**config.mk**
```make
export PLATFORM = sky130hd
export DESIGN_NAME = bounded_array_table_engine
export DESIGN_NICKNAME = d
export VERILOG_FILES = /design/src/design/bate_pkg.sv /design/src/design/bate_div.sv /design/src/design/bate_mem.sv /design/src/design/bounded_array_table_engine.sv
export SDC_FILE = /design/constraint.sdc
export NUM_CORES = 2
export LEC_CHECK = 0
export ABC_AREA = 1
export BUFFER_PORTS_ARGS = -buffer_cell sky130_fd_sc_hd__buf_2
export CORE_UTILIZATION = 41
export CTS_BUF_LIST = sky130_fd_sc_hd__clkbuf_16
export DETAILED_ROUTE_END_ITERATION = 8
export HOLD_SLACK_MARGIN = 0.03
export PLACE_DENSITY = 0.64
export SLEW_MARGIN = 30
export SYNTH_ARGS = -nofsm -noshare
export SYNTH_HDL_FRONTEND = slang
export SYNTH_SLANG_ARGS = --single-unit
```
**constraint.sdc**
```tcl
create_clock -name clock -period 10.4 [get_ports clock]
set_input_delay 3.12 -clock clock [delete_from_list [all_inputs] [get_ports clock]]
set_output_delay 3.12 -clock clock [all_outputs]
set_load 0.01 [all_outputs]
```
**src/design/bate_pkg.sv**
```systemverilog
// ----------------------------------------------------------------------------
// bate_pkg
// Types, operation codes and status codes of the bounded array table engine.
// ----------------------------------------------------------------------------
package bate_pkg;

   typedef enum logic [4:0] {
      FN_CLEAR    = 5'd0,
      FN_APPEND   = 5'd1,
      FN_SORTASC  = 5'd2,
      FN_SORTDESC = 5'd3,
      FN_INSASC   = 5'd4,
      FN_INSDESC  = 5'd5,
      FN_INSAT    = 5'd6,
      FN_DELETE   = 5'd7,
      FN_SEARCH   = 5'd8,
      FN_READ     = 5'd9,
      FN_SET      = 5'd10,
      FN_MAX      = 5'd11,
      FN_MIN      = 5'd12,
      FN_SUM      = 5'd13,
      FN_AVG      = 5'd14,
      FN_REVERSE  = 5'd15,
      FN_ROTATE   = 5'd16
   } func_type;

   localparam logic [2:0] ST_OK       = 3'd0;
   localparam logic [2:0] ST_FULL     = 3'd1;
   localparam logic [2:0] ST_BADPOS   = 3'd2;
   localparam logic [2:0] ST_NOTFOUND = 3'd3;
   localparam logic [2:0] ST_EMPTY    = 3'd4;

   localparam int FUNC_W = 5;
   localparam int OPND_W = 32;
   localparam int POS_W  = 7;
   localparam int STAT_W = 3;
   localparam int IDX_W  = 6;
   localparam int DATA_W = 38;
   localparam int CNT_W  = 7;

   typedef enum logic [4:0] {
      S_IDLE,
      S_SCAN_RD,
      S_SCAN_CMP,
      S_SHIFT_RD,
      S_SHIFT_WR,
      S_SORT_RDI,
      S_SORT_RDJ,
      S_SORT_CMP,
      S_SORT_WRJ,
      S_REV_RDA,
      S_REV_RDB,
      S_REV_WRA,
      S_REV_WRB,
      S_DIV,
      S_WRITE,
      S_DONE
   } state_type;

   typedef struct packed {
      logic                start;
      logic                negative;
      logic [DATA_W-1:0]   dividend;
      logic [CNT_W-1:0]    divisor;
   } div_req_type;

endpackage

```
**src/design/bate_div.sv**
```systemverilog
// ----------------------------------------------------------------------------
// bate_div
// Restoring divider, one quotient bit per cycle, truncation toward zero.
// ----------------------------------------------------------------------------
module bate_div (
   input  logic                       clock,
   input  logic                       reset,
   input  bate_pkg::div_req_type      req,
   output logic                       done,
   output logic [bate_pkg::DATA_W-1:0] quotient
);
   import bate_pkg::*;

   localparam int STEPS_W = $clog2(DATA_W + 1);

   logic [DATA_W-1:0]  quo_ff, quo_in;
   logic [CNT_W:0]     rem_ff, rem_in;
   logic [CNT_W-1:0]   dvs_ff, dvs_in;
   logic [STEPS_W-1:0] cnt_ff, cnt_in;
   logic               busy_ff, busy_in, neg_ff, neg_in, done_ff, done_in;
   logic [CNT_W:0]     trial;

   always_comb begin
      quo_in  = quo_ff;
      rem_in  = rem_ff;
      dvs_in  = dvs_ff;
      cnt_in  = cnt_ff;
      busy_in = busy_ff;
      neg_in  = neg_ff;
      done_in = 1'b0;
      trial   = {rem_ff[CNT_W-1:0], quo_ff[DATA_W-1]};
      if (req.start) begin
         quo_in  = req.negative ? (~req.dividend + 1'b1) : req.dividend;
         rem_in  = '0;
         dvs_in  = req.divisor;
         cnt_in  = STEPS_W'(DATA_W);
         busy_in = 1'b1;
         neg_in  = req.negative;
      end else if (busy_ff) begin
         if (trial >= {1'b0, dvs_ff}) begin
            rem_in = trial - {1'b0, dvs_ff};
            quo_in = {quo_ff[DATA_W-2:0], 1'b1};
         end else begin
            rem_in = trial;
            quo_in = {quo_ff[DATA_W-2:0], 1'b0};
         end
         cnt_in = cnt_ff - 1'b1;
         if (cnt_ff == STEPS_W'(1)) begin
            busy_in = 1'b0;
            done_in = 1'b1;
         end
      end
   end

   always_ff @(posedge clock) begin
      if (reset) begin
         busy_ff <= 1'b0;
         done_ff <= 1'b0;
      end else begin
         busy_ff <= busy_in;
         done_ff <= done_in;
      end
      quo_ff <= quo_in;
      rem_ff <= rem_in;
      dvs_ff <= dvs_in;
      cnt_ff <= cnt_in;
      neg_ff <= neg_in;
   end

   assign done     = done_ff;
   assign quotient = neg_ff ? (~quo_ff + 1'b1) : quo_ff;
endmodule

```
**src/design/bate_mem.sv**
```systemverilog
// ----------------------------------------------------------------------------
// bate_mem
// Single-port table memory with registered read data.
// ----------------------------------------------------------------------------
module bate_mem #(
   parameter int DEPTH = 64,
   parameter int VALUE_WIDTH = 32
) (
   input  logic                     clock,
   input  logic [$clog2(DEPTH)-1:0] addr,
   input  logic                     wr_en,
   input  logic [VALUE_WIDTH-1:0]   wr_data,
   output logic [VALUE_WIDTH-1:0]   rd_data
);
   logic [VALUE_WIDTH-1:0] mem [DEPTH];
   logic [VALUE_WIDTH-1:0] rd_ff;

   always_ff @(posedge clock) begin
      if (wr_en) begin
         mem[addr] <= wr_data;
      end
      rd_ff <= mem[addr];
   end

   assign rd_data = rd_ff;
endmodule

```
**src/design/bounded_array_table_engine.sv**
```systemverilog
// ----------------------------------------------------------------------------
// bounded_array_table_engine
// Packed array of signed words with insert, delete, search, sort and reductions.
// ----------------------------------------------------------------------------
// channel  direction  handshake      payload
// req      in         valid / stall  func, operand_value, position
// rsp      out        valid / stall  status, found_index, data_out, counts
// csr      in         valid / ready  capacity
//
// one transaction at a time; a scan walks the table through one memory port,
// reading then comparing each slot; shifts read then write each moved slot,
// sort compares pairs and writes both slots on a swap, average runs the
// divider after the sum. reset is synchronous and clears count, capacity (to
// 64) and control; table contents are undefined. the result register holds
// under rsp_stall; req_stall is high while busy or while a response is valid.
// ----------------------------------------------------------------------------
module bounded_array_table_engine #(
   parameter int DEPTH = 64,
   parameter int VALUE_WIDTH = 32
) (
   input  logic                          clock,
   input  logic                          reset,
   input  logic                          req_valid,
   output logic                          req_stall,
   input  logic [bate_pkg::FUNC_W-1:0]   req_func,
   input  logic signed [bate_pkg::OPND_W-1:0] req_operand_value,
   input  logic [bate_pkg::POS_W-1:0]    req_position,
   output logic                          rsp_valid,
   input  logic                          rsp_stall,
   output logic [bate_pkg::STAT_W-1:0]   rsp_status,
   output logic [bate_pkg::IDX_W-1:0]    rsp_found_index,
   output logic signed [bate_pkg::DATA_W-1:0] rsp_data_out,
   output logic [bate_pkg::CNT_W-1:0]    rsp_entry_count,
   output logic [bate_pkg::CNT_W-1:0]    rsp_free_slots,
   input  logic                          csr_valid,
   output logic                          csr_ready,
   input  logic [bate_pkg::CNT_W-1:0]    csr_capacity
);
   import bate_pkg::*;

   localparam int AW = $clog2(DEPTH);
   localparam int NW = $clog2(DEPTH + 1);

   state_type state_ff, state_in;
   logic [NW-1:0] count_ff, count_in, i_ff, i_in, j_ff, j_in;
   logic [NW-1:0] pos_ff, pos_in, idx_ff, idx_in;
   logic [CNT_W-1:0] cap_ff, cap_in;
   logic [4:0]  fn_ff, fn_in;
   logic signed [VALUE_WIDTH-1:0] v_ff, v_in, a_ff, a_in, b_ff, b_in;
   logic signed [DATA_W-1:0] acc_ff, acc_in;
   logic [STAT_W-1:0] st_ff, st_in;
   logic rv_ff, rv_in;
   logic [STAT_W-1:0] ost_ff, ost_in;
   logic [IDX_W-1:0]  oidx_ff, oidx_in;
   logic signed [DATA_W-1:0] odat_ff, odat_in;
   logic [CNT_W-1:0]  ocnt_ff, ocnt_in, ofree_ff, ofree_in;

   logic [AW-1:0] m_addr;
   logic m_we;
   logic signed [VALUE_WIDTH-1:0] m_wd, m_rd;
   div_req_type dreq;
   logic d_done;
   logic [DATA_W-1:0] d_q;

   logic [NW-1:0] ecap;
   logic full, accept, swap, mv_up, ins_stop;
   logic [NW:0] free_w;

   bate_mem #(.DEPTH(DEPTH), .VALUE_WIDTH(VALUE_WIDTH)) u_mem (
      .clock(clock), .addr(m_addr), .wr_en(m_we), .wr_data(m_wd), .rd_data(m_rd)
   );

   bate_div u_div (
      .clock(clock), .reset(reset), .req(dreq), .done(d_done), .quotient(d_q)
   );

   assign ecap = ({1'b0, cap_ff} > (CNT_W+1)'(DEPTH)) ? NW'(DEPTH) : NW'(cap_ff);
   assign full = count_ff >= ecap;
   assign req_stall = (state_ff != S_IDLE) || rv_ff;
   assign accept = req_valid && !req_stall;
   assign csr_ready = (state_ff == S_IDLE);
   assign free_w = (ecap > count_ff) ? {1'b0, ecap - count_ff} : '0;
   assign swap = (fn_ff == 5'(FN_SORTDESC)) ? (m_rd > a_ff) : (m_rd < a_ff);
   assign mv_up = (fn_ff == 5'(FN_DELETE)) || (fn_ff == 5'(FN_ROTATE));
   assign ins_stop = (fn_ff == 5'(FN_INSASC) && !(m_rd > v_ff)) ||
                     (fn_ff == 5'(FN_INSDESC) && !(m_rd < v_ff));

   // memory port and divider controls
   always_comb begin
      m_addr = i_ff[AW-1:0]; m_we = 1'b0; m_wd = a_ff;
      dreq = '0;
      dreq.dividend = acc_ff + DATA_W'(m_rd);
      dreq.negative = dreq.dividend[DATA_W-1];
      dreq.divisor = CNT_W'(count_ff);
      case (state_ff)
         S_SCAN_CMP: begin
            if (fn_ff == 5'(FN_AVG) && i_ff + 1'b1 >= count_ff) dreq.start = 1'b1;
         end
         S_SHIFT_RD: begin
            if (!mv_up) m_addr = AW'(i_ff - 1'b1);
         end
         S_SHIFT_WR: begin
            if (mv_up) begin
               m_addr = AW'(i_ff - 1'b1); m_we = 1'b1; m_wd = m_rd;
            end else if (!ins_stop) begin
               m_we = 1'b1; m_wd = m_rd;
            end
         end
         S_WRITE: m_we = 1'b1;
         S_SORT_RDJ: m_addr = j_ff[AW-1:0];
         S_SORT_CMP: begin
            if (swap) begin
               m_we = 1'b1; m_wd = m_rd;
            end else m_addr = AW'(j_ff + 1'b1);
         end
         S_SORT_WRJ: begin
            m_addr = j_ff[AW-1:0]; m_we = 1'b1; m_wd = a_ff;
         end
         S_REV_RDB: m_addr = j_ff[AW-1:0];
         S_REV_WRA: begin
            m_we = 1'b1; m_wd = m_rd;
         end
         S_REV_WRB: begin
            m_addr = j_ff[AW-1:0]; m_we = 1'b1; m_wd = a_ff;
         end
         default: ;
      endcase
   end

   // next state
   always_comb begin
      state_in = state_ff;
      count_in = count_ff; i_in = i_ff; j_in = j_ff;
      pos_in = pos_ff; idx_in = idx_ff; cap_in = cap_ff; fn_in = fn_ff;
      v_in = v_ff; a_in = a_ff; b_in = b_ff; acc_in = acc_ff; st_in = st_ff;
      rv_in = rv_ff && rsp_stall;
      ost_in = ost_ff; oidx_in = oidx_ff; odat_in = odat_ff;
      ocnt_in = ocnt_ff; ofree_in = ofree_ff;
      if (csr_valid && csr_ready) begin
         cap_in = csr_capacity;
      end
      case (state_ff)
         S_IDLE: begin
            if (accept) begin
               fn_in = req_func;
               v_in = VALUE_WIDTH'(req_operand_value);
               pos_in = (int'(req_position) > DEPTH) ? '0 : NW'(req_position);
               st_in = ST_OK; idx_in = '0; acc_in = '0;
               i_in = '0; state_in = S_DONE;
               case (req_func)
                  5'(FN_CLEAR): count_in = '0;
                  5'(FN_APPEND): begin
                     if (full) st_in = ST_FULL;
                     else begin
                        i_in = count_ff; idx_in = count_ff;
                        a_in = VALUE_WIDTH'(req_operand_value);
                        state_in = S_WRITE;
                     end
                  end
                  5'(FN_SORTASC), 5'(FN_SORTDESC): begin
                     if (count_ff > NW'(1)) state_in = S_SORT_RDI;
                  end
                  5'(FN_INSASC), 5'(FN_INSDESC): begin
                     if (full) st_in = ST_FULL;
                     else begin
                        i_in = count_ff; state_in = S_SHIFT_RD;
                     end
                  end
                  5'(FN_INSAT): begin
                     if ({1'b0, req_position} > (POS_W+1)'(count_ff)) st_in = ST_BADPOS;
                     else if (full) st_in = ST_FULL;
                     else begin
                        i_in = count_ff; state_in = S_SHIFT_RD;
                     end
                  end
                  5'(FN_DELETE), 5'(FN_SEARCH), 5'(FN_MAX), 5'(FN_MIN),
                  5'(FN_SUM), 5'(FN_AVG): begin
                     if (count_ff == '0) begin
                        if (req_func == 5'(FN_SEARCH)) st_in = ST_NOTFOUND;
                        else if (req_func != 5'(FN_SUM)) st_in = ST_EMPTY;
                     end else state_in = S_SCAN_RD;
                  end
                  5'(FN_READ), 5'(FN_SET): begin
                     if ({1'b0, req_position} >= (POS_W+1)'(count_ff)) st_in = ST_BADPOS;
                     else begin
                        i_in = NW'(req_position); idx_in = NW'(req_position);
                        a_in = VALUE_WIDTH'(req_operand_value);
                        state_in = (req_func == 5'(FN_SET)) ? S_WRITE : S_SCAN_RD;
                     end
                  end
                  5'(FN_REVERSE): begin
                     if (count_ff > NW'(1)) begin
                        j_in = count_ff - 1'b1; state_in = S_REV_RDA;
                     end
                  end
                  5'(FN_ROTATE): begin
                     if (count_ff > NW'(1)) begin
                        state_in = S_SCAN_RD;
                     end
                  end
                  default: ;
               endcase
            end
         end
         S_SCAN_RD: begin
            state_in = S_SCAN_CMP;
         end
         S_SCAN_CMP: begin
            state_in = S_SCAN_RD;
            i_in = i_ff + 1'b1;
            case (fn_ff)
               5'(FN_READ): begin
                  acc_in = DATA_W'(m_rd); state_in = S_DONE;
               end
               5'(FN_ROTATE): begin
                  // rotate reuses delete shift from slot zero
                  a_in = m_rd; state_in = S_SHIFT_RD; i_in = NW'(1);
               end
               5'(FN_DELETE), 5'(FN_SEARCH): begin
                  if (m_rd == v_ff) begin
                     idx_in = i_ff;
                     if (fn_ff == 5'(FN_SEARCH)) state_in = S_DONE;
                     else begin
                        i_in = i_ff + 1'b1; state_in = S_SHIFT_RD;
                     end
                  end else if (i_ff + 1'b1 >= count_ff) begin
                     st_in = ST_NOTFOUND; state_in = S_DONE;
                  end
               end
               5'(FN_MAX), 5'(FN_MIN): begin
                  if (i_ff == '0 ||
                      ((fn_ff == 5'(FN_MAX)) ? (DATA_W'(m_rd) > acc_ff)
                                             : (DATA_W'(m_rd) < acc_ff))) begin
                     acc_in = DATA_W'(m_rd); idx_in = i_ff;
                  end
                  if (i_ff + 1'b1 >= count_ff) state_in = S_DONE;
               end
               default: begin
                  acc_in = acc_ff + DATA_W'(m_rd);
                  if (i_ff + 1'b1 >= count_ff) begin
                     if (fn_ff == 5'(FN_AVG)) state_in = S_DIV;
                     else state_in = S_DONE;
                  end
               end
            endcase
         end
         S_SHIFT_RD: begin
            // inserts move down from the top, delete and rotate move up
            if (mv_up) begin
               if (i_ff >= count_ff) begin
                  i_in = count_ff - 1'b1;
                  if (fn_ff == 5'(FN_DELETE)) begin
                     count_in = count_ff - 1'b1; state_in = S_DONE;
                  end else state_in = S_WRITE;
               end else state_in = S_SHIFT_WR;
            end else begin
               if (i_ff == '0 || (fn_ff == 5'(FN_INSAT) && i_ff == pos_ff)) begin
                  a_in = v_ff; idx_in = i_ff; state_in = S_WRITE;
               end else state_in = S_SHIFT_WR;
            end
         end
         S_SHIFT_WR: begin
            if (mv_up) begin
               i_in = i_ff + 1'b1; state_in = S_SHIFT_RD;
            end else if (ins_stop) begin
               a_in = v_ff; idx_in = i_ff; state_in = S_WRITE;
            end else begin
               i_in = i_ff - 1'b1; state_in = S_SHIFT_RD;
            end
         end
         S_WRITE: begin
            if (fn_ff == 5'(FN_ROTATE)) idx_in = '0;
            else if (fn_ff != 5'(FN_SET)) count_in = count_ff + 1'b1;
            state_in = S_DONE;
         end
         S_SORT_RDI: begin
            j_in = i_ff + 1'b1; state_in = S_SORT_RDJ;
         end
         S_SORT_RDJ: begin
            a_in = m_rd; state_in = S_SORT_CMP;
         end
         S_SORT_CMP: begin
            b_in = m_rd;
            if (swap) begin
               state_in = S_SORT_WRJ;
            end else if (j_ff + 1'b1 >= count_ff) begin
               if (i_ff + NW'(2) >= count_ff) state_in = S_DONE;
               else begin
                  i_in = i_ff + 1'b1; state_in = S_SORT_RDI;
               end
            end else begin
               j_in = j_ff + 1'b1; state_in = S_SORT_CMP;
            end
         end
         S_SORT_WRJ: begin
            a_in = b_ff;
            if (j_ff + 1'b1 >= count_ff) begin
               if (i_ff + NW'(2) >= count_ff) state_in = S_DONE;
               else begin
                  i_in = i_ff + 1'b1; state_in = S_SORT_RDI;
               end
            end else begin
               j_in = j_ff + 1'b1; state_in = S_REV_RDB;
            end
         end
         S_REV_RDA: begin
            state_in = S_REV_RDB;
         end
         S_REV_RDB: begin
            if (fn_ff == 5'(FN_REVERSE)) begin
               a_in = m_rd; state_in = S_REV_WRA;
            end else begin
               // sort: a already holds slot i, slot j is being fetched
               state_in = S_SORT_CMP;
            end
         end
         S_REV_WRA: begin
            state_in = S_REV_WRB;
         end
         S_REV_WRB: begin
            if (i_ff + NW'(2) >= j_ff) state_in = S_DONE;
            else begin
               i_in = i_ff + 1'b1; j_in = j_ff - 1'b1; state_in = S_REV_RDA;
            end
         end
         S_DIV: begin
            if (d_done) begin
               acc_in = d_q; state_in = S_DONE;
            end
         end
         S_DONE: begin
            rv_in = 1'b1;
            ost_in = st_ff;
            oidx_in = (st_ff == ST_OK || fn_ff == 5'(FN_DELETE) && st_ff == ST_OK)
                      ? IDX_W'(idx_ff) : '0;
            odat_in = (st_ff == ST_OK) ? acc_ff : '0;
            if (!(fn_ff == 5'(FN_READ) || fn_ff == 5'(FN_MAX) || fn_ff == 5'(FN_MIN) ||
                  fn_ff == 5'(FN_SUM) || fn_ff == 5'(FN_AVG))) odat_in = '0;
            if (fn_ff == 5'(FN_SUM) || fn_ff == 5'(FN_AVG) || fn_ff == 5'(FN_SORTASC) ||
                fn_ff == 5'(FN_SORTDESC) || fn_ff == 5'(FN_REVERSE) ||
                fn_ff == 5'(FN_ROTATE) || fn_ff == 5'(FN_CLEAR)) oidx_in = '0;
            ocnt_in = CNT_W'(count_ff);
            ofree_in = CNT_W'(free_w);
            state_in = S_IDLE;
         end
         default: state_in = S_IDLE;
      endcase
   end

   always_ff @(posedge clock) begin
      if (reset) begin
         state_ff <= S_IDLE;
         count_ff <= '0;
         cap_ff <= CNT_W'(64);
         rv_ff <= 1'b0;
      end else begin
         state_ff <= state_in;
         count_ff <= count_in;
         cap_ff <= cap_in;
         rv_ff <= rv_in;
      end
      i_ff <= i_in; j_ff <= j_in; pos_ff <= pos_in;
      idx_ff <= idx_in; fn_ff <= fn_in; v_ff <= v_in; a_ff <= a_in; b_ff <= b_in;
      acc_ff <= acc_in; st_ff <= st_in;
      ost_ff <= ost_in; oidx_ff <= oidx_in; odat_ff <= odat_in;
      ocnt_ff <= ocnt_in; ofree_ff <= ofree_in;
   end

   assign rsp_valid       = rv_ff;
   assign rsp_status      = ost_ff;
   assign rsp_found_index = oidx_ff;
   assign rsp_data_out    = odat_ff;
   assign rsp_entry_count = ocnt_ff;
   assign rsp_free_slots  = ofree_ff;
endmodule
```
==> metrics.md <==
| Metric | Value |
|---|---|
| Status | completed |
| Synth Flop Type | edfxtp_1 |
| Critical path startpoint | u_mem.rd_data[2]$_DFF_P_ |
| Clock buffer count from CTS | 238 |
| Total negative setup slack | 0 ns |
| Die Footprint | 267000 sq um |
| Initial standard-cell utilization of the core | 0.413 |
| Max Buffers Root-to-Sink | 3 |
| Worst slew slack as a fraction of its limit | 0.279 |
| Number of global-route vias before repair | 76000 |
| Final antenna-violating net count | 0 |
| Final hold violation count | 0 |
| Core area | 263000 sq um |
| Number of remaining DRC errors | 0 |
| Wire length on met1 | 139000 um |
| Clock network latency to the later pin of the worst-skew pair | 0.93 ns |
| Number of cells on the worst reg-to-reg path | 27 |
| Routed length on met2 | 156000 um |
| Max-slew violation total from the final report | 0 |
| Fraction of final layout cells with drive strength greater than 1 | 0.0779 |
| Initial antenna violation count | 27 |
| Category of the worst setup path launch point | register |
| Max-capacitance violation count | 0 |
| Starting DRC count in detailed routing | 10900 |
| FMAX | 144 MHz |
| Number of non-filler instances in the completed layout | 14700 |
| Total global routing overflow | 0 |
| Gp weighted congestion | 1.01 |
| Global-route wire length before repair | 508000 um |
| Synth area leader | edfxtp_1 |
| Share of synthesized area occupied by flip-flops and latches | 0.655 |
| Die Height | 517 um |
| Most common cell on crit path | nand2_1 |
| Synth top area cells | edfxtp_1 64%, nand2_1 16%, nand3_1 3.7% |
| Slew of the pin with the lowest slew margin | 1.08 ns |
| Endpoint of the most critical setup path | u_mem.rd_data[6]$_DFF_P_ |
| R2r setup slk | 3.47 ns |
| Post-synthesis average cell area | 10.0 sq um |
| Crit. End Element | register |
| P&R area growth vs syn | 12.6% |
| Routed wire length | 349000 um |
| Count of buffers from port buffering | 119 |
| Met3 routed wirelength | 33000 um |
| Class of the worst hold path | register to register |
| Gate count of the mapped netlist | 10800 |
| Area of the mapped netlist | 109000 sq um |
| Area share of the leading cell type in the synthesized netlist | 0.643 |
| Maximum number of pins on one net before global-route repair | 176 |
| Maximum net fanout on the critical path | 175 |
| Sequential standard cell area | 71100 sq um |
| Wire length per cell after detailed routing | 23.8 um |
| Clock Tree Root | clkbuf_16 |
| Post-synth EDFFs | 2324 |
| Hold-fix buffer count after cts | 0 |
| Width of the die | 517 um |
| Number of endpoints failing setup at the final stage | 0 |
| Shortest period the worst path allows | 6.93 ns |
| H-tree level count | 4 |
| Clk pin slew, worst setup/hold paths | 0.06 ns |
| CTS tree | built |
| Area taken by multi-input logic gates | 34400 sq um |
| Most common library cell in the layout ignoring fill and taps | nand2_1 |
| Worst endpoint required time | 11.15 ns |
| Number of nets produced by synthesis | 11100 |
| RSZ-0062 raised after global routing | no |
| Worst reg2reg path startpoint | u_mem.rd_data[2]$_DFF_P_ |
| Num Clock Sinks | 2390 |
| Via-per-instance ratio | 5.51 |
| Critical path start-end classification | register to register |
| Portion of the clock cycle consumed by the worst path in the final layout | 0.667 |
| Post-DP HPWL | 208000 um |
| Async set-or-reset flop fraction in the synthesized netlist | 0 |
| Gates resized, CTS repair | 0 |
| Count of different cell masters after synthesis | 65 |
| Overall global routing resource usage | 0.257 |
| Number of register bits inferred by synthesis | 2390 |
| Delay of the slowest cell on the worst path | 0.83 ns |
| Number of placement rows | 188 |
| Warning count from the yosys run | 0 |
| Number of instances in the placed design | 14200 |
| Highest signal layer in the routed design | met5 |
| Fill cells | 24000 |
| Count of boundary I/O pins | 120 |
| Setup Fix Bufs, Post-CTS | 0 |
| Net count reported at finish | 11200 |
| Data arrival at the endpoint of the critical path | 7.68 ns |
| Pre-Repair DR Iteration Count | 9 |
| Slowest cell on the critical path | nor2_1 |
| Crit Reg-Reg Endpoint | u_mem.rd_data[6]$_DFF_P_ |
| Routed vias | 80800 |
| Most frequent cells in the layout | 4731 x nand2_1, 2324 x edfxtp_1, 797 x nand3_1, 515 x inv_1, 462 x nor2_1 |
| Post-Route Skew | 0.0935 ns |
-- final cells by class --
type / instances / area share
well taps: 3515 / 0.0360
clock buffers: 239 / 0.0489
clock inverters: 210 / 0.0151
multi-input cells: 7445 / 0.281
diodes: 16 / 0.000328
inverters: 501 / 0.0155
flip-flops and latches: 2390 / 0.582
repair buffers: 340 / 0.0212
-- per-stage QoR --
step	hold slack [ns]	utilization	setup WS, ns	cell area, sq um
3_5_place_dp	0.449	0.435	3.61	114000
5_1_grt	0.489	0.465	3.19	122000
2_1_floorplan	0.424	-	3.27	109000
3_3_place_gp	0.447	0.434	3.72	114000
6_report	0.459	0.465	3.47	122000
4_1_cts	0.464	0.464	3.61	122000
-- flip-flops by register name (all words and copies together), names as in the netlist, 32 cells and up --
register and flops:
acc_ff 38, b_ff 32, u_mem.rd_data 32, v_ff 32, u_div.quo_ff 38, u_mem.mem 2048, a_ff 32, rsp_data_out 38
-- worst max-delay path, delay by kind of cell (launching register included) --
kind / cells / cell delay, ns
flops: 1 / 0.56
fa+ha+maj: 1 / 0.31
compound gates: 1 / 0.43
buf+inv: 3 / 0.95
simple gates: 22 / 4.09
-- synthesized netlist by cell type (all sizes together) (23+ instances only) --
cell     number
o21ai       538
nand2      4740
nor3         86
nor2        541
nand4        40
xnor2        23
a21oi       184
o22ai        24
o2111ai      43
nand3       802
inv         493
buf         269
clkbuf      241
edfxtp     2324
xor2         67
dfxtp        66
ha          209
-- logic make-up after synthesis --
group,after synthesis,synth area share
compound gates,896,0.0459
xor+xnor,90,0.00726
fa+ha+maj,212,0.0246
buf+inv,1011,0.0382
flops,2390,0.655
simple gates,6247,0.229
-- routing by layer --
metal	track usage	up-vias
li1	-	36700
met3	0.0392	666
met4	0.137	8
met2	0.402	4347
met1	0.346	39000
met5	0	-
-- worst min-delay path by stage --
stage,from,endpoint,slack (ns),depth (start not counted)
finish,cap_ff[1]$_SDFFE_PP0P_,cap_ff[1]$_SDFFE_PP0P_,0.46,2
global route,st_ff[1]$_SDFFCE_PP1P_,rsp_status[1]$_DFFE_PP_,0.49,0
CTS,cap_ff[1]$_SDFFE_PP0P_,cap_ff[1]$_SDFFE_PP0P_,0.46,2
detailed placement,st_ff[1]$_SDFFCE_PP1P_,rsp_status[1]$_DFFE_PP_,0.45,0
global placement,u_div.rem_ff[6]$_SDFFE_PP0P_,u_div.rem_ff[6]$_SDFFE_PP0P_,0.45,2
floorplan,count_ff[4]$_SDFFE_PP0P_,rsp_entry_count[4]$_DFFE_PP_,0.42,0
Power is left out: the tool's default activity adds up to more than one toggle a clock period on the data nets, which glitch-free logic cannot reach.
